[src/hvn_pkg.sv]
// Shared constants, types and register codes for the heightfield vertex normal unit.
`timescale 1ns / 1ps
package hvn_pkg;

  localparam int MAX_VERTICES_PER_ROW = 64;
  localparam int COL_W = $clog2(MAX_VERTICES_PER_ROW);
  localparam int VPR_W = $clog2(MAX_VERTICES_PER_ROW + 1);
  localparam int HEIGHT_W = 16;
  localparam int STEP_W = 16;
  localparam int DIFF_W = HEIGHT_W + 1;
  localparam int NORMAL_W = 2 * STEP_W + 2;
  localparam int CFG_DATA_W = (VPR_W > STEP_W) ? VPR_W : STEP_W;
  localparam int CFG_IDX_W = 1;
  localparam int QUEUE_DEPTH = 4;
  localparam int QPTR_W = $clog2(QUEUE_DEPTH);
  localparam int QCNT_W = $clog2(QUEUE_DEPTH + 1);

  localparam logic [VPR_W-1:0] VPR_MIN = VPR_W'(4);
  localparam logic [VPR_W-1:0] VPR_MAX = VPR_W'(MAX_VERTICES_PER_ROW);
  localparam logic [VPR_W-1:0] VPR_RESET = VPR_W'(MAX_VERTICES_PER_ROW);
  localparam logic [STEP_W-1:0] STEP_RESET = STEP_W'(256);

  typedef enum logic [CFG_IDX_W-1:0] {
    REG_VERTICES_PER_ROW = 1'b0,
    REG_GRID_STEP        = 1'b1
  } hvn_reg_t;

  typedef struct packed {
    logic signed [HEIGHT_W-1:0] height;
    logic [COL_W-1:0]           row_out;
    logic [COL_W-1:0]           col;
    logic                       emit;
    logic                       done;
  } hvn_item_t;

endpackage

[src/hvn_ram.sv]
// Generic single-write, single-read memory with registered read data.
`timescale 1ns / 1ps
module hvn_ram #(
  parameter int WIDTH = 16,
  parameter int DEPTH = 64
) (
  input  logic                     clk,
  input  logic                     we,
  input  logic [$clog2(DEPTH)-1:0] waddr,
  input  logic [WIDTH-1:0]         wdata,
  input  logic                     re,
  input  logic [$clog2(DEPTH)-1:0] raddr,
  output logic [WIDTH-1:0]         rdata
);

  logic [WIDTH-1:0] mem [DEPTH];

  always_ff @(posedge clk) begin
    if (we) begin
      mem[waddr] <= wdata;
    end
    if (re) begin
      rdata <= mem[raddr];
    end
  end

endmodule

[src/hvn_back.sv]
// Back end: row stores with forwarding, height differences and normal products.
`timescale 1ns / 1ps
module hvn_back (
  input  logic                                 clk,
  input  logic                                 rst,
  input  logic [hvn_pkg::STEP_W-1:0]           grid_step,
  input  logic                                 nonempty,
  input  hvn_pkg::hvn_item_t                   head,
  output logic                                 pop,
  output logic                                 out_valid,
  input  logic                                 out_ready,
  output logic signed [hvn_pkg::NORMAL_W-1:0]  normal_x,
  output logic [hvn_pkg::NORMAL_W-1:0]         normal_y,
  output logic signed [hvn_pkg::NORMAL_W-1:0]  normal_z,
  output logic [hvn_pkg::COL_W-1:0]            vertex_row,
  output logic [hvn_pkg::COL_W-1:0]            vertex_col,
  output logic                                 grid_done
);
  import hvn_pkg::*;

  logic advance;

  logic                       a_valid;
  hvn_item_t                  a_item;
  logic                       fwd_center;
  logic                       fwd_right;
  logic signed [HEIGHT_W-1:0] fwd_height;
  logic signed [HEIGHT_W-1:0] fwd_above;

  logic [HEIGHT_W-1:0]        above_rd, center_rd, right_rd;
  logic signed [HEIGHT_W-1:0] above_eff, center_eff, right_eff;
  logic signed [HEIGHT_W-1:0] left_hold;
  logic                       a_write;

  logic                       b_valid;
  logic signed [DIFF_W-1:0]   b_dx;
  logic signed [DIFF_W-1:0]   b_dz;
  logic [COL_W-1:0]           b_row;
  logic [COL_W-1:0]           b_col;
  logic                       b_done;

  logic signed [DIFF_W-1:0]     step_s;
  logic signed [2*DIFF_W-1:0]   prod_x, prod_z;
  logic [2*STEP_W-1:0]          prod_y;
  logic [COL_W-1:0]             head_right;

  assign advance = !out_valid || out_ready;
  assign pop = advance && nonempty;
  assign a_write = advance && a_valid;
  assign head_right = head.col + COL_W'(1);

  assign above_eff = fwd_center ? fwd_above : $signed(above_rd);
  assign center_eff = fwd_center ? fwd_height : $signed(center_rd);
  assign right_eff = fwd_right ? fwd_height : $signed(right_rd);

  hvn_ram #(.WIDTH(HEIGHT_W), .DEPTH(MAX_VERTICES_PER_ROW)) u_above_ram (
    .clk   (clk),
    .we    (a_write),
    .waddr (a_item.col),
    .wdata (center_eff),
    .re    (pop),
    .raddr (head.col),
    .rdata (above_rd)
  );

  hvn_ram #(.WIDTH(HEIGHT_W), .DEPTH(MAX_VERTICES_PER_ROW)) u_center_ram (
    .clk   (clk),
    .we    (a_write),
    .waddr (a_item.col),
    .wdata (a_item.height),
    .re    (pop),
    .raddr (head.col),
    .rdata (center_rd)
  );

  hvn_ram #(.WIDTH(HEIGHT_W), .DEPTH(MAX_VERTICES_PER_ROW)) u_right_ram (
    .clk   (clk),
    .we    (a_write),
    .waddr (a_item.col),
    .wdata (a_item.height),
    .re    (pop),
    .raddr (head_right),
    .rdata (right_rd)
  );

  always_ff @(posedge clk) begin
    if (rst) begin
      a_valid <= 1'b0;
      left_hold <= '0;
    end else if (advance) begin
      a_valid <= nonempty;
      if (a_valid) begin
        left_hold <= center_eff;
      end
    end
  end

  always_ff @(posedge clk) begin
    if (pop) begin
      a_item <= head;
      fwd_center <= a_valid && (head.col == a_item.col);
      fwd_right <= a_valid && (head_right == a_item.col);
      fwd_height <= a_item.height;
      fwd_above <= center_eff;
    end
  end

  always_ff @(posedge clk) begin
    if (rst) begin
      b_valid <= 1'b0;
    end else if (advance) begin
      b_valid <= a_valid && a_item.emit;
    end
  end

  always_ff @(posedge clk) begin
    if (advance) begin
      b_dx <= DIFF_W'(left_hold) - DIFF_W'(right_eff);
      b_dz <= DIFF_W'(above_eff) - DIFF_W'(a_item.height);
      b_row <= a_item.row_out;
      b_col <= a_item.col;
      b_done <= a_item.done;
    end
  end

  assign step_s = $signed({1'b0, grid_step});
  assign prod_x = b_dx * step_s;
  assign prod_z = b_dz * step_s;
  assign prod_y = grid_step * grid_step;

  always_ff @(posedge clk) begin
    if (rst) begin
      out_valid <= 1'b0;
    end else if (advance) begin
      out_valid <= b_valid;
    end
  end

  always_ff @(posedge clk) begin
    if (advance) begin
      normal_x <= {prod_x[NORMAL_W-2:0], 1'b0};
      normal_z <= {prod_z[NORMAL_W-2:0], 1'b0};
      normal_y <= {prod_y, 2'b00};
      vertex_row <= b_row;
      vertex_col <= b_col;
      grid_done <= b_done;
    end
  end

endmodule

[config.mk]
export PLATFORM = sky130hd
export DESIGN_NAME = hvn_back
export DESIGN_NICKNAME = d
export VERILOG_FILES = /design/src/hvn_pkg.sv /design/src/hvn_ram.sv /design/src/hvn_back.sv
export SDC_FILE = /design/constraint.sdc
export NUM_CORES = 2
export LEC_CHECK = 0
export BUFFER_PORTS_ARGS = -buffer_cell sky130_fd_sc_hd__buf_2
export CORE_MARGIN = 2
export CORE_UTILIZATION = 30
export CTS_BUF_LIST = sky130_fd_sc_hd__clkbuf_2 sky130_fd_sc_hd__clkbuf_4 sky130_fd_sc_hd__clkbuf_8
export DETAILED_ROUTE_END_ITERATION = 16
export PLACE_DENSITY = 0.48
export SLEW_MARGIN = 10
export SYNTH_ARGS = -nofsm -noshare
export SYNTH_HDL_FRONTEND = slang
export SYNTH_SLANG_ARGS = --single-unit
export TNS_END_PERCENT = 1
[constraint.sdc]
create_clock -name clk -period 20.4 [get_ports clk]
set_input_delay 1.02 -clock clk [delete_from_list [all_inputs] [get_ports clk]]
set_output_delay 1.02 -clock clk [all_outputs]
set_load 0.02 [all_outputs]
==> summary.md <==
| Metric | Value |
|---|---|
| Clock skew | 0.0715 ns |
| Vias in the first global route | 73281 |
| Total Routing Usage GR | between 15 and 20% |
| Layout Nets | 8688 |
| Final Max Slew Viols | 0 |
| Actual slew at the worst max-slew pin | 1.21 ns |
| Initial antenna violation count | 21 |
| Most common cell after layout, fill and taps aside | edfxtp_1 |
| Warnings from Yosys | 0 |
| Max Cap Viol | 0 |
| Fraction of registers with async set/reset | 0% |
| Crit path capture type | register |
| Die Y-Extent | 649 um |
| Vias per cell | 5.04 |
| Area of the mapped netlist | 125000 um2 |
| First-pass GRT wire length | about 530000 um |
| Setup Fix Bufs, Post-CTS | 0 |
| Met2 usage | 30.9% |
| Clk buf depth | 4 |
| DPL Wire Length | 220000 um |
| Share of cells above drive strength 1 | 25.9% |
| Worst Hold Class | input port to register |
| Final WL | between 300000 and 400000 um |
| Top_reg_cell synth | edfxtp_1 |
| Port Buf Inserts | 161 |
| Core area | 413000 um2 |
| Die ar. | 421000 um2 |
| Met3 Use GR | 2.45% |
| Hold Vio Cnt, Final | 0 |
| Worst hold margin | around 0.17 ns |
| Relative slew slack | about a fifth |
| Commonest cells after routing, fill and taps aside | edfxtp_1 (2317), mux4_2 (997), inv_1 (992) |
| Status | complete, no violations |
| CTS H-tree lvls | 5 |
| Fmax | 0.141 GHz |
| Die W | 649 um |
| Routed via count | 67624 |
| First-pass iteration count of the detailed router | 6 |
| Grt met1 use | 22.6% |
| Data arrival time of the critical path | 7.85 ns |
| Clock root cell | clkbuf_8 |
| Drt drc | 0 |
| Crit-path max FO | 16 |
| Worst Path Required | 21.16 ns |
| Antenna viol nets, final | 0 |
| FF+latch count, synth | 2336 |
| Syn Area/Cell | 17.2 um2 |
| Largest net degree at the start of global routing | 139 |
| Type of origin of the critical path | register |
| RSZ-0062 raised after global routing | no |
| Gr ovfl total | 0 |
| Post-synth EDFFs | 2317 |
| Clock net sink count | 2336 |
| Final worst path period share | between 30% and 40% |
| Cells after Synth | between 7000 and 8000 |
| Initial core utilization | 30.2% |
| Min Tclk post-route | 7.09 ns |
| Clk Latency, worst-skew pair | 1.07 ns |
| Final Setup Violations | 0 |
| GRT busiest layer | met2 |
| TritonCTS Buffers | 408 |
| Clock transition at path regs | ~0.060 ns |
| Placer congestion estimate | 0.767 |
| CTS tree | done |
| Inst Count DP | 12690 |
| Library cells used by synthesis | 72 |
| Non-Filler Instances | 13414 |
| Routed wire per std cell | 27.6 um |
| Seq/Total Area, Yosys | 56.1% |
| Setup TNS | 0 ns |
| Setup CP Type | register to register |
| I/O Pins | 167 |
| Initial drt markers | 6380 |
| Cell row count | 236 |
| Layout area overhead | 12.7% |
==> area by class of cell <==
type                            count  area, um2
Antenna cell                        8       20.0
Fill cell                       39518     273000
Clock inverter                    191       1310
Tap cell                         5474       6850
Sequential cell                  2336      70000
Clock buffer                      523       6500
Timing Repair Buffer              320       2170
Multi-Input combinational cell   3569      50000
Inverter                          993       3730
==> registers in the layout (all words and copies together), names as in the netlist, 16 cells and up <==
name                flops
a_item                 30
b_dx                   17
b_dz                   17
fwd_above              16
fwd_height             16
left_hold              16
normal_x               33
normal_y               31
normal_z               33
u_above_ram.mem      1024
u_above_ram.rdata      16
u_center_ram.mem      448
u_center_ram.rdata     16
u_right_ram.mem       576
u_right_ram.rdata      16
==> routing by layer <==
layer  part of all wire, %  up-vias
li1                      -    27820
met1                    41    37186
met2                    52     2138
met3                   5.3      476
met4                   2.3        4
met5                0.0073        -
==> worst paths after layout <==
check	from	to	slack [ns]	cells past startpoint
max	b_dx[16]$_DFFE_PN_	normal_x[33]$_DFFE_PN_	13.31	20
min reg2reg	a_item[0]$_DFFE_PP_	b_done$_DFFE_PN_	0.41	0
max reg2reg	b_dx[16]$_DFFE_PN_	normal_x[33]$_DFFE_PN_	13.31	20
min	head[25]	a_item[25]$_DFFE_PP_	0.17	1
==> metrics by stage <==
step                      cell area, um2  setup WS, ns  utilization [%]
after floorplan                   125000         12.19                -
after global placement            133000         12.52             32.1
after detailed placement          133000         12.43             32.1
after CTS                         140000         13.40             34.0
after global routing              141000         12.92             34.0
final                             141000         13.31             34.0
==> critical path, stage by stage (launching register included) <==
cell,delay [ns]
edfxtp_1,0.72
nand2_1,0.27
fa_1,0.76
fa_1,0.46
inv_1,0.08
fa_1,0.45
fa_1,0.52
fa_1,0.50
inv_1,0.05
fa_1,0.48
inv_1,0.05
ha_1,0.38
nand3_1,0.19
nor4_1,0.47
nand2_1,0.13
nor2_1,0.12
a21oi_1,0.05
o2111a_1,0.27
nor4_1,0.55
o211a_1,0.24
nor3_1,0.05
==> Yosys cell counts (40+ instances only) <==
library cell / number / share of area, %
o21ai_0: 52 / 0.21
nor2_1: 172 / 0.52
edfxtp_1: 2317 / 56
mux2i_1: 45 / 0.36
xnor2_1: 93 / 0.65
inv_1: 993 / 3.0
clkbuf_1: 205 / 0.62
nand2_1: 444 / 1.3
buf_2: 110 / 0.44
fa_1: 712 / 11
and2_1: 282 / 1.4
ha_1: 298 / 3.0
buf_1: 40 / 0.12
mux2_2: 43 / 0.39
mux4_2: 997 / 18
a21oi_1: 79 / 0.32
==> kinds of logic (layout without fill, tap and decap cells) <==
family / Yosys count / count (layout) / share of synthesized area [%]
buf+inv: 1364 / 2027 / 4.27
fa+ha+maj: 1010 / 1010 / 14.4
xor+xnor: 132 / 132 / 0.933
simple gates: 1064 / 1064 / 4.05
compound gates: 273 / 273 / 1.44
other cells: 1 / 13 / 0.00301
mux: 1085 / 1085 / 18.8
flops: 2336 / 2336 / 56.1
==> what timing repair did <==
item                      CTS  global route
hold buffers                1             0
resized for setup           0             0
hold endpoints to repair    1             0
Power is not shown: default switching activity piles up to over one toggle a cycle in this logic, so the estimate is an artifact.
