File: src/hvn_pkg.sv
// Shared constants, types and register codes for the heightfield vertex normal unit.
`timescale 1ns / 1ps
package hvn_pkg;

  localparam int MAX_VERTICES_PER_ROW = 64;
  localparam int COL_W = $clog2(MAX_VERTICES_PER_ROW);
  localparam int VPR_W = $clog2(MAX_VERTICES_PER_ROW + 1);
  localparam int HEIGHT_W = 16;
  localparam int STEP_W = 16;
  localparam int DIFF_W = HEIGHT_W + 1;
  localparam int NORMAL_W = 2 * STEP_W + 2;
  localparam int CFG_DATA_W = (VPR_W > STEP_W) ? VPR_W : STEP_W;
  localparam int CFG_IDX_W = 1;
  localparam int QUEUE_DEPTH = 4;
  localparam int QPTR_W = $clog2(QUEUE_DEPTH);
  localparam int QCNT_W = $clog2(QUEUE_DEPTH + 1);

  localparam logic [VPR_W-1:0] VPR_MIN = VPR_W'(4);
  localparam logic [VPR_W-1:0] VPR_MAX = VPR_W'(MAX_VERTICES_PER_ROW);
  localparam logic [VPR_W-1:0] VPR_RESET = VPR_W'(MAX_VERTICES_PER_ROW);
  localparam logic [STEP_W-1:0] STEP_RESET = STEP_W'(256);

  typedef enum logic [CFG_IDX_W-1:0] {
    REG_VERTICES_PER_ROW = 1'b0,
    REG_GRID_STEP        = 1'b1
  } hvn_reg_t;

  typedef struct packed {
    logic signed [HEIGHT_W-1:0] height;
    logic [COL_W-1:0]           row_out;
    logic [COL_W-1:0]           col;
    logic                       emit;
    logic                       done;
  } hvn_item_t;

endpackage

File: src/hvn_front.sv
// Front end: accepts heights, tracks grid position and classifies interior vertices.
`timescale 1ns / 1ps
module hvn_front (
  input  logic                                 clk,
  input  logic                                 rst,
  input  logic [hvn_pkg::VPR_W-1:0]            vertices_per_row,
  input  logic                                 in_valid,
  output logic                                 in_ready,
  input  logic signed [hvn_pkg::HEIGHT_W-1:0]  height,
  input  logic                                 frame_start,
  input  logic                                 queue_full,
  output logic                                 push,
  output hvn_pkg::hvn_item_t                   push_item
);
  import hvn_pkg::*;

  logic [COL_W-1:0] row_count, row_count_next;
  logic [COL_W-1:0] col_count, col_count_next;
  logic [VPR_W-1:0] n;
  logic [VPR_W-1:0] r_ext, c_ext;
  logic [COL_W-1:0] r, c;

  always_comb begin
    if (vertices_per_row < VPR_MIN) begin
      n = VPR_MIN;
    end else if (vertices_per_row > VPR_MAX) begin
      n = VPR_MAX;
    end else begin
      n = vertices_per_row;
    end
  end

  assign r = frame_start ? '0 : row_count;
  assign c = frame_start ? '0 : col_count;
  assign r_ext = VPR_W'(r);
  assign c_ext = VPR_W'(c);

  assign in_ready = !queue_full;
  assign push = in_valid && in_ready;

  always_comb begin
    push_item.height = height;
    push_item.row_out = r - COL_W'(1);
    push_item.col = c;
    push_item.emit = (r_ext >= VPR_W'(2)) && (r_ext <= n - VPR_W'(1)) &&
                     (c_ext >= VPR_W'(1)) && (c_ext <= n - VPR_W'(2));
    push_item.done = (r_ext == n - VPR_W'(1)) && (c_ext == n - VPR_W'(2));
  end

  always_comb begin
    if (c_ext + VPR_W'(1) >= n) begin
      col_count_next = '0;
      row_count_next = (r_ext + VPR_W'(1) >= n) ? '0 : r + COL_W'(1);
    end else begin
      col_count_next = c + COL_W'(1);
      row_count_next = r;
    end
  end

  always_ff @(posedge clk) begin
    if (rst) begin
      row_count <= '0;
      col_count <= '0;
    end else if (push) begin
      row_count <= row_count_next;
      col_count <= col_count_next;
    end
  end

endmodule

File: config.mk
export PLATFORM = sky130hd
export DESIGN_NAME = hvn_front
export DESIGN_NICKNAME = d
export VERILOG_FILES = /design/src/hvn_pkg.sv /design/src/hvn_front.sv
export SDC_FILE = /design/constraint.sdc
export NUM_CORES = 1
export LEC_CHECK = 0
export ABC_AREA = 1
export BUFFER_PORTS_ARGS = -buffer_cell sky130_fd_sc_hd__buf_2
export CORE_MARGIN = 2
export CORE_UTILIZATION = 57
export DETAILED_ROUTE_END_ITERATION = 6
export MAX_ROUTING_LAYER = met4
export PLACE_DENSITY = 0.87
export SYNTH_ARGS = -nofsm -noshare
export SYNTH_HDL_FRONTEND = slang
export SYNTH_SLANG_ARGS = --single-unit
File: constraint.sdc
create_clock -name clk -period 9.2 [get_ports clk]
set_input_delay 2.3 -clock clk [delete_from_list [all_inputs] [get_ports clk]]
set_output_delay 2.3 -clock clk [all_outputs]
set_load 0.05 [all_outputs]
==> qor.yml, run 1 <==
critical_path:
  cp.required_ns: 6.90
  cp-end-kind: "primary output"
  worstPathMaxFanout: 4
  start_kind: "input pin"
  worstPathArrival_ns: 4.74
  crit_type: "in -> out"
  crit-reg2reg-launch: "col_count[0]"
  crit_start: "vertices_per_row[3]"
power:
  p_total_mw: 0.159
  power.density_nw_per_um2: 76.7
  ir_drop_uv: 63.7
  p_leak_nw: 1.13
global_routing:
  antenna_found_initial: 0
  grt_pass1_wl_um: 7560
  grt_overflow: 0
  grt_max_degree: 15
  grt_usage_pct: 24.1
  grt_pass1_vias: 1810
place:
  dp_hpwl_um: 3630
  pre_cts_slack_ns: 2.19
  port_buffers: 27
  gp_congestion: 0.916
  placed_area_um2: 2040
sta:
  maxSlewViolCount: 0
  rsz0062_at_grt: "no"
  fin_crit_sh_pct: 76.5
  fmax_mhz: 142
  setup_tns_ns: 0
  period_minus_slack_ns: 7.04
  slew_headroom_pct: 63.3
  finalHoldViolCount: 0
  postLayoutSetupSlackWorst_ns: 2.16
  worst_pin_slew_ns: 0.550
  setup_viol: 0
  skew_ns: 0.0126
routing:
  via_count: 1863
  drt_pass1_iterations: 4
  initialDrtViolationCount: 95
  vias_per_cell: 5.19
  wl_per_cell_um: 12.2
  ant_nets: 0
  drc: 0
  routed_wl_um: 4380
final_layout:
  final_core_util_pct: 62.2
  nNetsFinal: 377
  drive_gt1_share_pct: 17.9
  num_antenna_cells: 0
  final_area_um2: 2070
  area_delta_synth_final_pct: 4.54
synthesis:
  ys_ff_latch: 12
  synth_top_area_share_pct: 22.1
  ys_top_cells_by_area: "ha_1 22%, nand2_1 13%, dfxtp_1 12%"
  synth_ff_type: "dfxtp_1"
  synth_edf_count: 0
  ys_seq_area_share_pct: 12.1
  synth_cell_type_count: 31
  netlist_instances: 301
  synth_nets: 364
  synth_area_um2: 1980
  yosysWarnings: 0
  yosys-top-cells-count: "69 x nand2_1, 40 x inv_1, 35 x ha_1, 34 x nor2_1"
  synth.avg_cell_area_um2: 6.59
  yosysMostFrequentCell: "nand2_1"
  yosysTopAreaCell: "ha_1"
  async_flop_share_pct: 0
cts:
  htreeDepth: 1
  clk-insertion-delay-late_ns: 0.28
  clockBufferDepth: 2
  cts-root-buf: "clkbuf_4"
  post_cts_resized: 0
  cts.clk_slew.worst_paths_ns: 0.07
  hold_buffers: 0
  cts_tree: "yes"
  cts_sinks: 12
  cts_setup_buffers: 0
  cts_made_buffers: 3
min_path:
  hp-start: "col_count[1]"
  hold_class: "reg -> reg"
floorplanning:
  io_pins: 60
  die_h_um: 63.0
  die_w_um: 63.0
  rows: 21
  die_area_um2: 3970
  start_util_pct: 59.5
  core_um2: 3340
job:
  drv_cap: 0
status:
  status: "finished, final reports clean"
-- per-stage QoR --
| stage | instances | hold WS (ns) |
|---|---|---|
| 2_1_floorplan | 301 | 0.445 |
| 3_3_place_gp | 355 | 0.455 |
| 3_5_place_dp | 355 | 0.457 |
| 4_1_cts | 359 | 0.469 |
| 5_1_grt | 359 | 0.493 |
| 6_report | 359 | 0.468 |
-- state kept, by name, indices dropped and copies added, names as in the netlist --
register and count:
col_count 6, row_count 6
-- path summary, 6_finish.rpt --
| kind | endpoint | slack (ns) | cells past startpoint |
|---|---|---|---|
| worst min register to register | col_count[1] | 0.47 | 2 |
| worst max register to register | col_count[3] | 6.50 | 13 |
| worst min-delay path | col_count[1] | 0.47 | 2 |
| worst max-delay path | push_item[1] | 2.16 | 16 |
-- layout make-up --
class                      count  area (um^2)
fill                         320         1260
multi-input combinational    224         1430
tap                           46         57.6
clock buffer                   4         36.3
sequential                    12          240
timing repair buffer          27          135
inverter                      46          173
-- routing by layer --
metal  global-route usage [%]  wire length, um
met2                     42.8             2150
met3                     5.41              231
met1                     25.9             1890
met5                        -                0
met4                     9.17              104
-- layout by cell type (no fill, tap or decap), drive strengths merged --
cell    instances
ha             35
clkbuf          4
nor3b           2
inv            45
a21oi          17
nor2           42
o21ai          10
a22oi           1
nor4            1
nand2          72
nand3          19
dfxtp          12
nand3b          1
xnor2           8
clkinv          1
xor2            8
nand4           4
nor3            4
buf            27
-- power by group --
| group | total, mW | internal, mW | switching [mW] | leakage (nW) |
|---|---|---|---|---|
| combinational | 0.0618 | 0.0205 | 0.0414 | 1.01 |
| clock | 0.0437 | 0.0241 | 0.0196 | 0.0210 |
| sequential | 0.0536 | 0.0530 | 0.000606 | 0.0972 |
| total | 0.159 | 0.0975 | 0.0616 | 1.13 |
-- kinds of logic after synthesis --
group	count (synthesis)	share of synthesized area [%]
simple gates	145	34.7
buf+inv	65	15.7
fa+ha+maj	35	22.1
compound gates	28	7.94
xor+xnor	16	7.44
flops	12	12.1
-- worst max-delay path: stages --
cell	delay [ns]
buf_2	0.11
nor2_1	0.09
nand2_1	0.09
a21oi_1	0.28
inv_1	0.18
ha_1	0.21
nand2_1	0.08
nand3_1	0.10
xnor2_1	0.15
ha_1	0.32
nand3_1	0.09
inv_1	0.08
nand4_1	0.12
nor3b_1	0.17
nor2_1	0.09
buf_2	0.26
No activity file was read; power rests on OpenSTA's default activity.
==> inputs of run 2 (changes only) <==
--- a/config.mk
+++ b/config.mk
@@ -8,10 +8,10 @@
 export ABC_AREA = 1
 export BUFFER_PORTS_ARGS = -buffer_cell sky130_fd_sc_hd__buf_2
 export CORE_MARGIN = 2
-export CORE_UTILIZATION = 57
+export CORE_UTILIZATION = 53
 export DETAILED_ROUTE_END_ITERATION = 6
 export MAX_ROUTING_LAYER = met4
-export PLACE_DENSITY = 0.87
+export PLACE_DENSITY = 0.82
 export SYNTH_ARGS = -nofsm -noshare
 export SYNTH_HDL_FRONTEND = slang
 export SYNTH_SLANG_ARGS = --single-unit
==> constraint.sdc (replaced) <==
create_clock -name clk -period 6.6 [get_ports clk]
set_input_delay 1.65 -clock clk [delete_from_list [all_inputs] [get_ports clk]]
set_output_delay 1.65 -clock clk [all_outputs]
set_load 0.05 [all_outputs]
==> run 2 against run 1 <==
Net effect: sequential share of layout area decreased by 0.12 points; clock skew shrank 0.010 ns; largest power group unchanged; cell area up 1.0%; highest routed layer unchanged; global-route usage down 2.6 points; final cell count up 0.56%; flip-flop and latch count is the same; sequential power up 40%.
==> qor.yml, run 2 (same netlist as run 1, synthesis figures left out) <==
status:
  status: "finished, final reports clean"
place:
  dp_hpwl_um: 3590  # -0.93%
  gp_congestion: 0.884  # -3.5%
  placed_area_um2: 2040  # +0.12%
  port_buffers: 27  # unchanged
  pre_cts_slack_ns: 0.896  # -1.30 ns
floorplanning:
  io_pins: 60  # unchanged
  rows: 22  # +4.8%
  core_um2: 3630  # +8.9%
  die_w_um: 65.2  # +3.5%
  die_h_um: 65.2  # +3.5%
  start_util_pct: 54.6  # -4.9 points
  die_area_um2: 4250  # +7.1%
critical_path:
  r2r-end: "row_count[3]"
  cp.required_ns: 4.95  # -1.95 ns
  endpoint: "push_item[1]"
  critPathSlowestCell: "ha_1"
  critPathTopFamily: "simple AND/OR/NAND/NOR gates"
  crit_cells: 16  # unchanged
  cp-end-kind: "primary output"
  crit_type: "in -> out"
  crit-reg2reg-launch: "col_count[0]"
  reg2reg_depth: 15  # +2
  worstPathMaxFanout: 4  # unchanged
  critPathMaxStageDelay_ns: 0.32  # about the same
  cp_num_buf_inv: 4  # unchanged
  rrSetupSlack_ns: 3.92  # -2.58 ns
  worstPathArrival_ns: 4.08  # -0.66 ns
  start_kind: "input pin"
  crit_start: "vertices_per_row[3]"
  path_cells: "buf_2 -> nor2_1 -> nand2_1 -> a21oi_1 -> inv_1 -> ha_1 -> nand2_1 -> nand3_1 -> xnor2_1 -> ha_1 -> nand3_1 -> inv_1 -> nand4_1 -> nor3b_1 -> nor2_1 -> buf_2"
sta:
  period_minus_slack_ns: 5.73
  rsz0062_at_grt: "no"
  worst_pin_slew_ns: 0.514  # -0.0362 ns
  setup_tns_ns: 0  # unchanged
  finalHoldViolCount: 0  # unchanged
  fmax_mhz: 174
  slew_headroom_pct: 65.7  # +2.4 points
  fin_crit_sh_pct: 86.9
  maxSlewViolCount: 0  # unchanged
  postLayoutSetupSlackWorst_ns: 0.867  # -1.29 ns
  setup_viol: 0  # unchanged
  skew_ns: 0.00252  # -0.0101 ns
cts:
  hold_buffers: 0  # unchanged
  cts.clk_slew.worst_paths_ns: 0.05  # -0.02 ns
  cts_setup_buffers: 0  # unchanged
  post_cts_resized: 0  # unchanged
  clockBufferDepth: 2  # unchanged
  cts_sinks: 12  # unchanged
  htreeDepth: 1  # unchanged
  clk-insertion-delay-late_ns: 0.24  # -0.04 ns
  cts_made_buffers: 3  # unchanged
  cts-root-buf: "clkbuf_8"
  cts_tree: "yes"
final_layout:
  nNetsFinal: 377  # unchanged
  num_antenna_cells: 0  # unchanged
  final_area_um2: 2100  # +1.0%
  largestRegisters: "col_count (6), row_count (6)"
  final_common_cell: "nand2_1"
  layout_common_cells: "69 x nand2_1, 40 x inv_1, 35 x ha_1"
  drive_gt1_share_pct: 17.9  # unchanged
  area_delta_synth_final_pct: 5.61
  fillers: 361  # +13%
global_routing:
  grt_max_degree: 15  # unchanged
  grt_pass1_wl_um: 7090  # -6.2%
  antenna_found_initial: 0  # unchanged
  grt_overflow: 0  # unchanged
  grt_usage_pct: 21.4  # -2.6 points
  grt_pass1_vias: 1644  # -9.2%
routing:
  wl_per_cell_um: 11.8  # -3.3%
  drt_pass1_iterations: 4  # unchanged
  routed_wl_um: 4260  # -2.7%
  ant_nets: 0  # unchanged
  vias_per_cell: 5.01  # -3.5%
  initialDrtViolationCount: 73  # -23%
  drc: 0  # unchanged
  via_count: 1807  # -3.0%
job:
  drv_cap: 0  # unchanged
power:
  p_leak_nw: 1.13  # +0.69%
  ir_drop_uv: 80.4  # +26%
  p_total_mw: 0.242  # +52%
  power.density_nw_per_um2: 115  # +51%
min_path:
  hold_class: "reg -> reg"
## run 2: worst min path at each step
stage | start | to | slack (ns) | cells after the start
global route | col_count[1] | col_count[1] | 0.48 | 2
CTS | col_count[1] | col_count[1] | 0.47 | 2
floorplan | col_count[0] | col_count[0] | 0.45 | 2
global placement | col_count[1] | col_count[1] | 0.45 | 2
detailed placement | col_count[1] | col_count[1] | 0.46 | 2
finish | col_count[1] | col_count[1] | 0.47 | 2
## run 2: per-stage QoR
stage | std cells | utilization [%] | hold slack, ns
2_1_floorplan | 301 | - | 0.445
3_3_place_gp | 357 | 56.2 | 0.455
3_5_place_dp | 357 | 56.2 | 0.457
4_1_cts | 361 | 57.7 | 0.465
5_1_grt | 361 | 57.7 | 0.478
6_report | 361 | 57.7 | 0.468
## run 2: per-layer routing
metal  share of wire [%]  vias to the layer above  wire, um  track usage (%)
li1                    -                      969         -                -
met1                  46                      798      1980             25.1
met2                  48                       36      2050             38.3
met3                 4.6                        4       196             4.11
met4                0.75                        0        32             4.43
met5                   0                        -         0                -
## run 2: area by class of cell
cell class              count  area, um^2  area share, %
flip-flops and latches     12         240           11.5
inverters                  46         173           8.24
well taps                  48        60.1           2.87
multi-input cells         224        1430           68.4
clock buffers               4        55.1           2.63
repair buffers             27         135           6.45
## run 2: report_power, final
group	internal (mW)	switching, mW	leakage, nW	total [mW]
combinational	0.0283	0.0568	1.01	0.0851
sequential	0.0740	0.000883	0.0972	0.0748
clock	0.0528	0.0292	0.0288	0.0821
total	0.155	0.0869	1.13	0.242
## run 2: worst reg2reg max path, cell delays in order, from the launching register on
cell,delay (ns)
dfxtp_1,0.33
inv_1,0.07
nor2_1,0.26
ha_1,0.24
nand3_1,0.12
nor4_1,0.27
ha_1,0.32
nand2_1,0.08
inv_1,0.05
a21oi_2,0.14
nand3_2,0.22
nor2_4,0.25
nand2_1,0.09
nand2_1,0.06
nor2_1,0.04
nor2_1,0.07
