$ cat src/hvn_pkg.sv
// Shared constants, types and register codes for the heightfield vertex normal unit.
`timescale 1ns / 1ps
package hvn_pkg;

  localparam int MAX_VERTICES_PER_ROW = 64;
  localparam int COL_W = $clog2(MAX_VERTICES_PER_ROW);
  localparam int VPR_W = $clog2(MAX_VERTICES_PER_ROW + 1);
  localparam int HEIGHT_W = 16;
  localparam int STEP_W = 16;
  localparam int DIFF_W = HEIGHT_W + 1;
  localparam int NORMAL_W = 2 * STEP_W + 2;
  localparam int CFG_DATA_W = (VPR_W > STEP_W) ? VPR_W : STEP_W;
  localparam int CFG_IDX_W = 1;
  localparam int QUEUE_DEPTH = 4;
  localparam int QPTR_W = $clog2(QUEUE_DEPTH);
  localparam int QCNT_W = $clog2(QUEUE_DEPTH + 1);

  localparam logic [VPR_W-1:0] VPR_MIN = VPR_W'(4);
  localparam logic [VPR_W-1:0] VPR_MAX = VPR_W'(MAX_VERTICES_PER_ROW);
  localparam logic [VPR_W-1:0] VPR_RESET = VPR_W'(MAX_VERTICES_PER_ROW);
  localparam logic [STEP_W-1:0] STEP_RESET = STEP_W'(256);

  typedef enum logic [CFG_IDX_W-1:0] {
    REG_VERTICES_PER_ROW = 1'b0,
    REG_GRID_STEP        = 1'b1
  } hvn_reg_t;

  typedef struct packed {
    logic signed [HEIGHT_W-1:0] height;
    logic [COL_W-1:0]           row_out;
    logic [COL_W-1:0]           col;
    logic                       emit;
    logic                       done;
  } hvn_item_t;

endpackage

$ cat src/hvn_queue.sv
// Short request queue between the front end and the stencil back end.
`timescale 1ns / 1ps
module hvn_queue (
  input  logic               clk,
  input  logic               rst,
  input  logic               push,
  input  hvn_pkg::hvn_item_t push_item,
  output logic               full,
  input  logic               pop,
  output logic               nonempty,
  output hvn_pkg::hvn_item_t head
);
  import hvn_pkg::*;

  hvn_item_t         entries [QUEUE_DEPTH];
  logic [QPTR_W-1:0] wr_ptr;
  logic [QPTR_W-1:0] rd_ptr;
  logic [QCNT_W-1:0] count;

  assign full = (count == QCNT_W'(QUEUE_DEPTH));
  assign nonempty = (count != '0);
  assign head = entries[rd_ptr];

  always_ff @(posedge clk) begin
    if (push) begin
      entries[wr_ptr] <= push_item;
    end
  end

  always_ff @(posedge clk) begin
    if (rst) begin
      wr_ptr <= '0;
      rd_ptr <= '0;
      count <= '0;
    end else begin
      if (push) begin
        wr_ptr <= (wr_ptr == QPTR_W'(QUEUE_DEPTH - 1)) ? '0 : wr_ptr + QPTR_W'(1);
      end
      if (pop) begin
        rd_ptr <= (rd_ptr == QPTR_W'(QUEUE_DEPTH - 1)) ? '0 : rd_ptr + QPTR_W'(1);
      end
      case ({push, pop})
        2'b10:   count <= count + QCNT_W'(1);
        2'b01:   count <= count - QCNT_W'(1);
        default: count <= count;
      endcase
    end
  end

endmodule

$ cat config.mk
export PLATFORM = sky130hd
export DESIGN_NAME = hvn_queue
export DESIGN_NICKNAME = d
export VERILOG_FILES = /design/src/hvn_pkg.sv /design/src/hvn_queue.sv
export SDC_FILE = /design/constraint.sdc
export NUM_CORES = 1
export LEC_CHECK = 0
export ABC_AREA = 1
export BUFFER_PORTS_ARGS = -buffer_cell sky130_fd_sc_hd__buf_2
export CELL_PAD_IN_SITES_DETAIL_PLACEMENT = 0
export CELL_PAD_IN_SITES_GLOBAL_PLACEMENT = 1
export CORE_ASPECT_RATIO = 1.4
export CORE_MARGIN = 2
export CORE_UTILIZATION = 30
export DETAILED_ROUTE_END_ITERATION = 12
export GPL_TIMING_DRIVEN = 0
export PLACE_DENSITY_LB_ADDON = 0.15
export SKIP_CTS_REPAIR_TIMING = 1
export SYNTH_ARGS = -nofsm -noshare
export SYNTH_HDL_FRONTEND = slang
export SYNTH_SLANG_ARGS = --single-unit
$ cat constraint.sdc
create_clock -name clk -period 2.1 [get_ports clk]
set_input_delay 0.315 -clock clk [delete_from_list [all_inputs] [get_ports clk]]
set_output_delay 0.315 -clock clk [all_outputs]
set_load 0.03 [all_outputs]
==> impl_metrics.tcl, run 1 <==
set metrics [dict create \
    cp.arrival_ns 1.63 \
    top_layer_used "met5" \
    achievable-frequency_mhz 514 \
    initial_utilization_pct 30.7 \
    die_span_in_x_um 113 \
    grt_max_degree 32 \
    area_taken_by_flip_flops_and_latches_mm2 0.00378 \
    power.density_cell_area_mw_per_mm2 1120 \
    cts_made_buffers 17 \
    clock_tree_from_tritoncts "built" \
    finClkSkew_ns 0.00809 \
    area_growth_pct 24.4 \
    synth_cell_type_count 19 \
    finish.net_count 477 \
    timing.critical_path.mode_cell "sky130_fd_sc_hd__buf_2" \
    met3_wirelength_um 494 \
    drt-pass1-iter-count 4 \
    cts_sinks 129 \
    design.die.area_mm2 0.0176 \
    post_synthesis_cell_count 352 \
    dp_worst_setup_slack_ns 0.414 \
    layout_common_cells "120 x sky130_fd_sc_hd__edfxtp_1, 71 x sky130_fd_sc_hd__nor2_1, 70 x sky130_fd_sc_hd__buf_2, 33 x sky130_fd_sc_hd__o21ai_0" \
    critical_path.startpoint_type "register" \
    crit_path_cell_chain "inv_1 > buf_2 > o21ai_1 > o22ai_1 > buf_2" \
    routed_wire_length_per_instance_um 17.6 \
    io-pin-count 66 \
    detail_route.wirelength_um 11400 \
    grt-ovfl-total 0 \
    finalSetupViolCount 0 \
    worstReg2RegEnd "entries[0][0]$_DFFE_PP_" \
    netlist_area_mm2 0.00496 \
    setup.worst_path.end_class "primary output" \
    crit_path_top_delay_cell "sky130_fd_sc_hd__dfxtp_1" \
    number_of_antenna_violations_at_the_first_check_in_global_routing 2 \
    period_share_pct 92.7 \
    placementRows 55 \
    max-vdd-ir-drop_mv 0.383 \
    timing.max_slew.rel_slack_pct 43.1 \
    gr-usage-all-layers_pct 13.4 \
    cp_slowest_stage_delay_ns 0.34 \
    number_of_drc_violations_after_detailed_routing 0 \
    critical_path_buffers_and_inverters 3 \
    worst_setup_hold_path_clk_slew_ns 0.06 \
    rr_worst_depth 4 \
    synth_area_per_cell_um2 14.1 \
    viasPerCell 4.63 \
    timing.hold.worst_endpoint "entries[3][19]$_DFFE_PP_" \
    floorplan.core_area_mm2 0.0162 \
    detailed_route_via_count 3007 \
    via_count_of_the_first_global_routing_pass 3203 \
    cap_viol_max_count 0 \
    timing.final.ws_setup_ns 0.153 \
    dp_hpwl_um 6590 \
    placement.io_buffers 65 \
    synth.yosys.warnings 0 \
    min-delay-path-class "in -> reg" \
    worstPathMaxFanout 10 \
    p_leak_nw 2.26 \
    wl_met1_um 4730 \
    ys_seq_elements 129 \
    multi_input_comb_area_um2 950 \
    dr.first_iter.drc_count 171 \
    fin_tns_setup_ns 0 \
    timing.reg2reg.setup_slack_ns 0.46 \
    cell_family_with_most_cp_delay "buffers and inverters" \
    grt_pass1_wl_um 17200 \
    layout_cells_sized_above_1_pct 26.9 \
    crit_required_ns 1.78 \
    clock_insertion_delay_worst_skew_ns 0.41 \
    part_of_the_yosys_area_used_for_sequential_elements_pct 76.2 \
    timing_worst_slew_pin_value_ns 0.852 \
    finalWorstPathRequiredPeriod_ns 1.95 \
    cts-root-buf "sky130_fd_sc_hd__clkbuf_16" \
    htreeDepth 4 \
    worst_hold_startpoint "push_item[19]" \
    unrepaired_setup_endpoints_after_global_routing "false" \
    fillCellCount 1533 \
    chipHeight_um 156 \
    setup.worst_path.class "reg -> out" \
    finalMaxSlewViolations 0 \
    gp_routability_congestion 0.713 \
    final-hold-violation-count 0 \
    antenna_left 0 \
    core_utilization_of_the_finished_layout_pct 38.2 \
    clock_tree.buffer_depth 2 \
    critical_path.reg2reg.startpoint "wr_ptr[0]$_SDFFE_PP0P_" \
    hold_depth 1 \
    status "finished, final reports clean" \
    wl_met2_um 6010 \
    syn_nets 393 \
    layout.cells.most_common "sky130_fd_sc_hd__edfxtp_1" \
]
==> registers in the layout, indices dropped and copies added, names as in the netlist, named ones only <==
signal,count
wr_ptr,2
entries,120
count,3
rd_ptr,2
==> power by group <==
group / total [mW] / internal, mW / switching, mW
sequential: 2.99 / 2.95 / 0.0387
combinational: 0.788 / 0.229 / 0.559
clock: 3.12 / 2.00 / 1.12
==> kinds of logic (layout without fill, tap and decap cells) <==
kind of cell	count (synthesis)	count (layout)	share of synthesized area, %
adder cells (fa/ha/maj)	7	7	1.92
flip-flops	129	129	76.2
AND/OR/NAND/NOR	85	85	6.53
buffers and inverters	34	131	4.61
other	0	1	0
XOR/XNOR	2	2	0.353
AO/OA/AOI/OAI	95	95	10.3
==> how the worst max path moves through the flow <==
| stage | start | to | slack (ns) | depth (start not counted) |
|---|---|---|---|---|
| finish | register | head[22] | 0.15 | 5 |
| floorplan | wr_ptr[0]$_SDFFE_PP0P_ | entries[2][0]$_DFFE_PP_ | 0.54 | 4 |
| detailed placement | wr_ptr[1]$_SDFFE_PP0P_ | entries[0][13]$_DFFE_PP_ | 0.41 | 4 |
| global placement | wr_ptr[1]$_SDFFE_PP0P_ | entries[0][13]$_DFFE_PP_ | -0.07 | 4 |
| global route | register | head[15] | 0.02 | 4 |
| CTS | register | head[9] | 0.05 | 4 |
==> worst reg2reg max path, cell delays in order (launching register included) <==
cell	delay [ns]
sky130_fd_sc_hd__dfxtp_1	0.34
sky130_fd_sc_hd__inv_1	0.09
sky130_fd_sc_hd__ha_1	0.14
sky130_fd_sc_hd__nand2_1	0.06
sky130_fd_sc_hd__inv_2	0.62
==> final cells by class <==
class	count	share of cell area [%]
Tap cell	199	4.03
Antenna cell	1	0.0405
Multi-Input combinational cell	189	15.4
Clock buffer	17	6.89
Sequential cell	129	61.3
Timing Repair Buffer	65	5.27
Inverter	15	1.03
Clock inverter	15	3.32
Buffer	19	2.72
==> per-layer routing <==
| metal | vias up | GRT usage, % |
|---|---|---|
| li1 | 1469 | - |
| met2 | 72 | 23.8 |
| met3 | 13 | 4.43 |
| met1 | 1451 | 14.6 |
| met4 | 2 | 5.75 |
| met5 | - | 0 |
==> synth_stat cells (all sizes together) <==
master / n / area [um^2]
nand4: 1 / 6.26
xnor2: 1 / 8.76
nor2: 71 / 267
dfxtp: 9 / 180
fa: 1 / 20.0
ha: 6 / 75.1
xor2: 1 / 8.76
buf: 19 / 165
o22ai: 30 / 188
edfxtp: 120 / 3600
a21oi: 2 / 10.0
nand2: 11 / 41.3
nor3: 2 / 10.0
o21ai: 63 / 315
inv: 15 / 63.8
==> stage by stage <==
step / area, um^2 / total power [mW] / cells / hold WS, ns
after global placement: 5540 / 3.84 / 616 / 0.497
after global routing: 6170 / 7.14 / 649 / 0.0975
after detailed placement: 5540 / 3.85 / 616 / 0.498
final: 6170 / 6.90 / 649 / 0.118
after CTS: 6170 / 6.96 / 648 / 0.101
after floorplan: 4960 / 3.55 / 352 / 0.387
Note: power is estimated with default switching activity, not from simulation.
==> run 2: changes to the inputs <==
--- a/config.mk
+++ b/config.mk
@@ -10,7 +10,7 @@
 export CELL_PAD_IN_SITES_DETAIL_PLACEMENT = 0
 export CELL_PAD_IN_SITES_GLOBAL_PLACEMENT = 1
 export CORE_ASPECT_RATIO = 1.4
-export CORE_MARGIN = 2
+export CORE_MARGIN = 5
 export CORE_UTILIZATION = 30
 export DETAILED_ROUTE_END_ITERATION = 12
 export GPL_TIMING_DRIVEN = 0
==> impl_metrics.tcl, run 2 (synthesized netlist as in run 1, its figures left out) <==
set metrics [dict create \
    sw_frac_of_total_pct 23.8 \
    final-hold-violation-count 0 \
    area_growth_pct 24.6 \
    dr.first_iter.drc_count 172 \
    relative_contribution_of_combinational_cells_to_total_power_pct 11.4 \
    status "finished, final reports clean" \
    cts_made_buffers 17 \
    design.die.area_mm2 0.0192 \
    period_share_pct 96.6 \
    placement.io_buffers 65 \
    drt-pass1-iter-count 4 \
    htreeDepth 4 \
    layoutNonFillerInstCount 647 \
    finalSetupViolCount 0 \
    timing.hold.worst_endpoint "entries[3][6]$_DFFE_PP_" \
    finalWorstPathRequiredPeriod_ns 2.03 \
    gr-usage-all-layers_pct 12.1 \
    finalMaxSlewViolations 0 \
    timing.reg2reg.setup_slack_ns 0.47 \
    io-pin-count 66 \
    crit_required_ns 1.78 \
    critical_path.reg2reg.startpoint "wr_ptr[0]$_SDFFE_PP0P_" \
    layout_common_cells "120 x sky130_fd_sc_hd__edfxtp_1, 71 x sky130_fd_sc_hd__nor2_1, 70 x sky130_fd_sc_hd__buf_2, 33 x sky130_fd_sc_hd__o21ai_0" \
    clock_insertion_delay_worst_skew_ns 0.41 \
    pwr-share-clk_pct 45.5 \
    worst_setup_hold_path_clk_slew_ns 0.06 \
    initial_utilization_pct 30.6 \
    grt-ovfl-total 0 \
    layout.cells.most_common "sky130_fd_sc_hd__edfxtp_1" \
    largest_register_ffs 120 \
    via_count_of_the_first_global_routing_pass 3150 \
    setup.worst_path.class "reg -> out" \
    min-delay-path-class "in -> reg" \
    p_leak_nw 2.26 \
    net-switching-power_mw 1.65 \
    post_dp_cell_area_mm2 0.00554 \
    number_of_drc_violations_after_detailed_routing 0 \
    worst_hold_startpoint "push_item[6]" \
    power.density_cell_area_mw_per_mm2 1120 \
    finClkSkew_ns 0.00693 \
    hold_depth 1 \
    clock_tree_from_tritoncts "built" \
    placementRows 55 \
    finalPower_mw 6.93 \
    detail_route.wirelength_um 11400 \
    layout_cells_sized_above_1_pct 26.6 \
    cell_internal_pwr_mw 5.28 \
    cp.arrival_ns 1.71 \
    gp_routability_congestion 0.718 \
    cts_sinks 129 \
    num_antenna_cells 0 \
    unrepaired_setup_endpoints_after_global_routing "false" \
    chipHeight_um 162 \
    achievable-frequency_mhz 493 \
    viasPerCell 4.70 \
    cts-root-buf "sky130_fd_sc_hd__clkbuf_16" \
    grt_max_degree 32 \
    setup.worst_path.end_class "primary output" \
    largestRegisters "entries (120), count (3)" \
    max-vdd-ir-drop_mv 0.488 \
    number_of_antenna_violations_at_the_first_check_in_global_routing 2 \
    clock_tree.buffer_depth 2 \
    routed_wire_length_per_instance_um 17.6 \
    timing.max_slew.rel_slack_pct 45.1 \
    detailed_route_via_count 3044 \
    critical_path.startpoint_type "register" \
    worstReg2RegEnd "entries[0][28]$_DFFE_PP_" \
    antenna_left 0 \
    seq_power_share_pct 43.1 \
    largest-register "entries" \
    cap_viol_max_count 0 \
    die_span_in_x_um 119 \
    timing_worst_slew_pin_value_ns 0.822 \
    rr_worst_depth 4 \
    worstPathMaxFanout 10 \
    layout.cell_area.non_filler_mm2 0.00618 \
    placed_cells_incl_taps 616 \
    grt_pass1_wl_um 17400 \
    dp_hpwl_um 6600 \
    finish.net_count 477 \
    floorplan.core_area_mm2 0.0162 \
]
## run 2: worst max-delay path by stage
| stage | start | to | slack (ns) |
|---|---|---|---|
| CTS | register | head[23] | 0.05 |
| global placement | wr_ptr[0]$_SDFFE_PP0P_ | entries[3][6]$_DFFE_PP_ | -0.13 |
| detailed placement | wr_ptr[0]$_SDFFE_PP0P_ | entries[0][8]$_DFFE_PP_ | 0.42 |
| global route | register | head[1] | 0.005 |
| finish | register | head[1] | 0.07 |
| floorplan | wr_ptr[0]$_SDFFE_PP0P_ | entries[2][0]$_DFFE_PP_ | 0.54 |
## run 2: layer usage
layer | track usage, % | vias up | routed length, um
met5 | 0 | - | 14
met4 | 6.22 | 4 | 306
li1 | - | 1467 | -
met1 | 14.2 | 1463 | 4820
met2 | 20.1 | 81 | 5680
met3 | 3.73 | 29 | 532
## run 2: power by group through the flow
stage          registers (mW)  logic (mW)  clock network (mW)
6_report                 2.99       0.790                3.15
3_3_place_gp             3.04       0.797                   0
3_5_place_dp             3.04       0.805                   0
4_1_cts                  2.99       0.807                3.22
2_1_floorplan            3.04       0.515                   0
5_1_grt                  3.00       0.862                3.34
## run 2: stage by stage
stage	hold WS [ns]	TNS, ns	worst slack (ns)	util (%)
5_1_grt	0.105	0	0.00525	38.1
3_5_place_dp	0.499	0	0.416	34.1
6_report	0.115	0	0.0706	38.1
3_3_place_gp	0.493	-9.92	-0.127	34.1
4_1_cts	0.0963	0	0.0538	38.0
2_1_floorplan	0.387	0	0.541	-
## run 2: final cells by class
type	count	area [um^2]
Clock inverter	13	213
Multi-Input combinational cell	189	950
Timing Repair Buffer	65	325
Inverter	15	63.8
Clock buffer	18	429
Tap cell	199	249
Sequential cell	129	3780
Buffer	19	168
Fill cell	1543	10100
## run 2: worst max-delay path, stage by stage (launching register included)
cell                      delay (ns)
sky130_fd_sc_hd__dfxtp_1        0.38
sky130_fd_sc_hd__buf_2          0.28
sky130_fd_sc_hd__o21ai_0        0.13
sky130_fd_sc_hd__o22ai_1        0.27
sky130_fd_sc_hd__buf_2          0.26
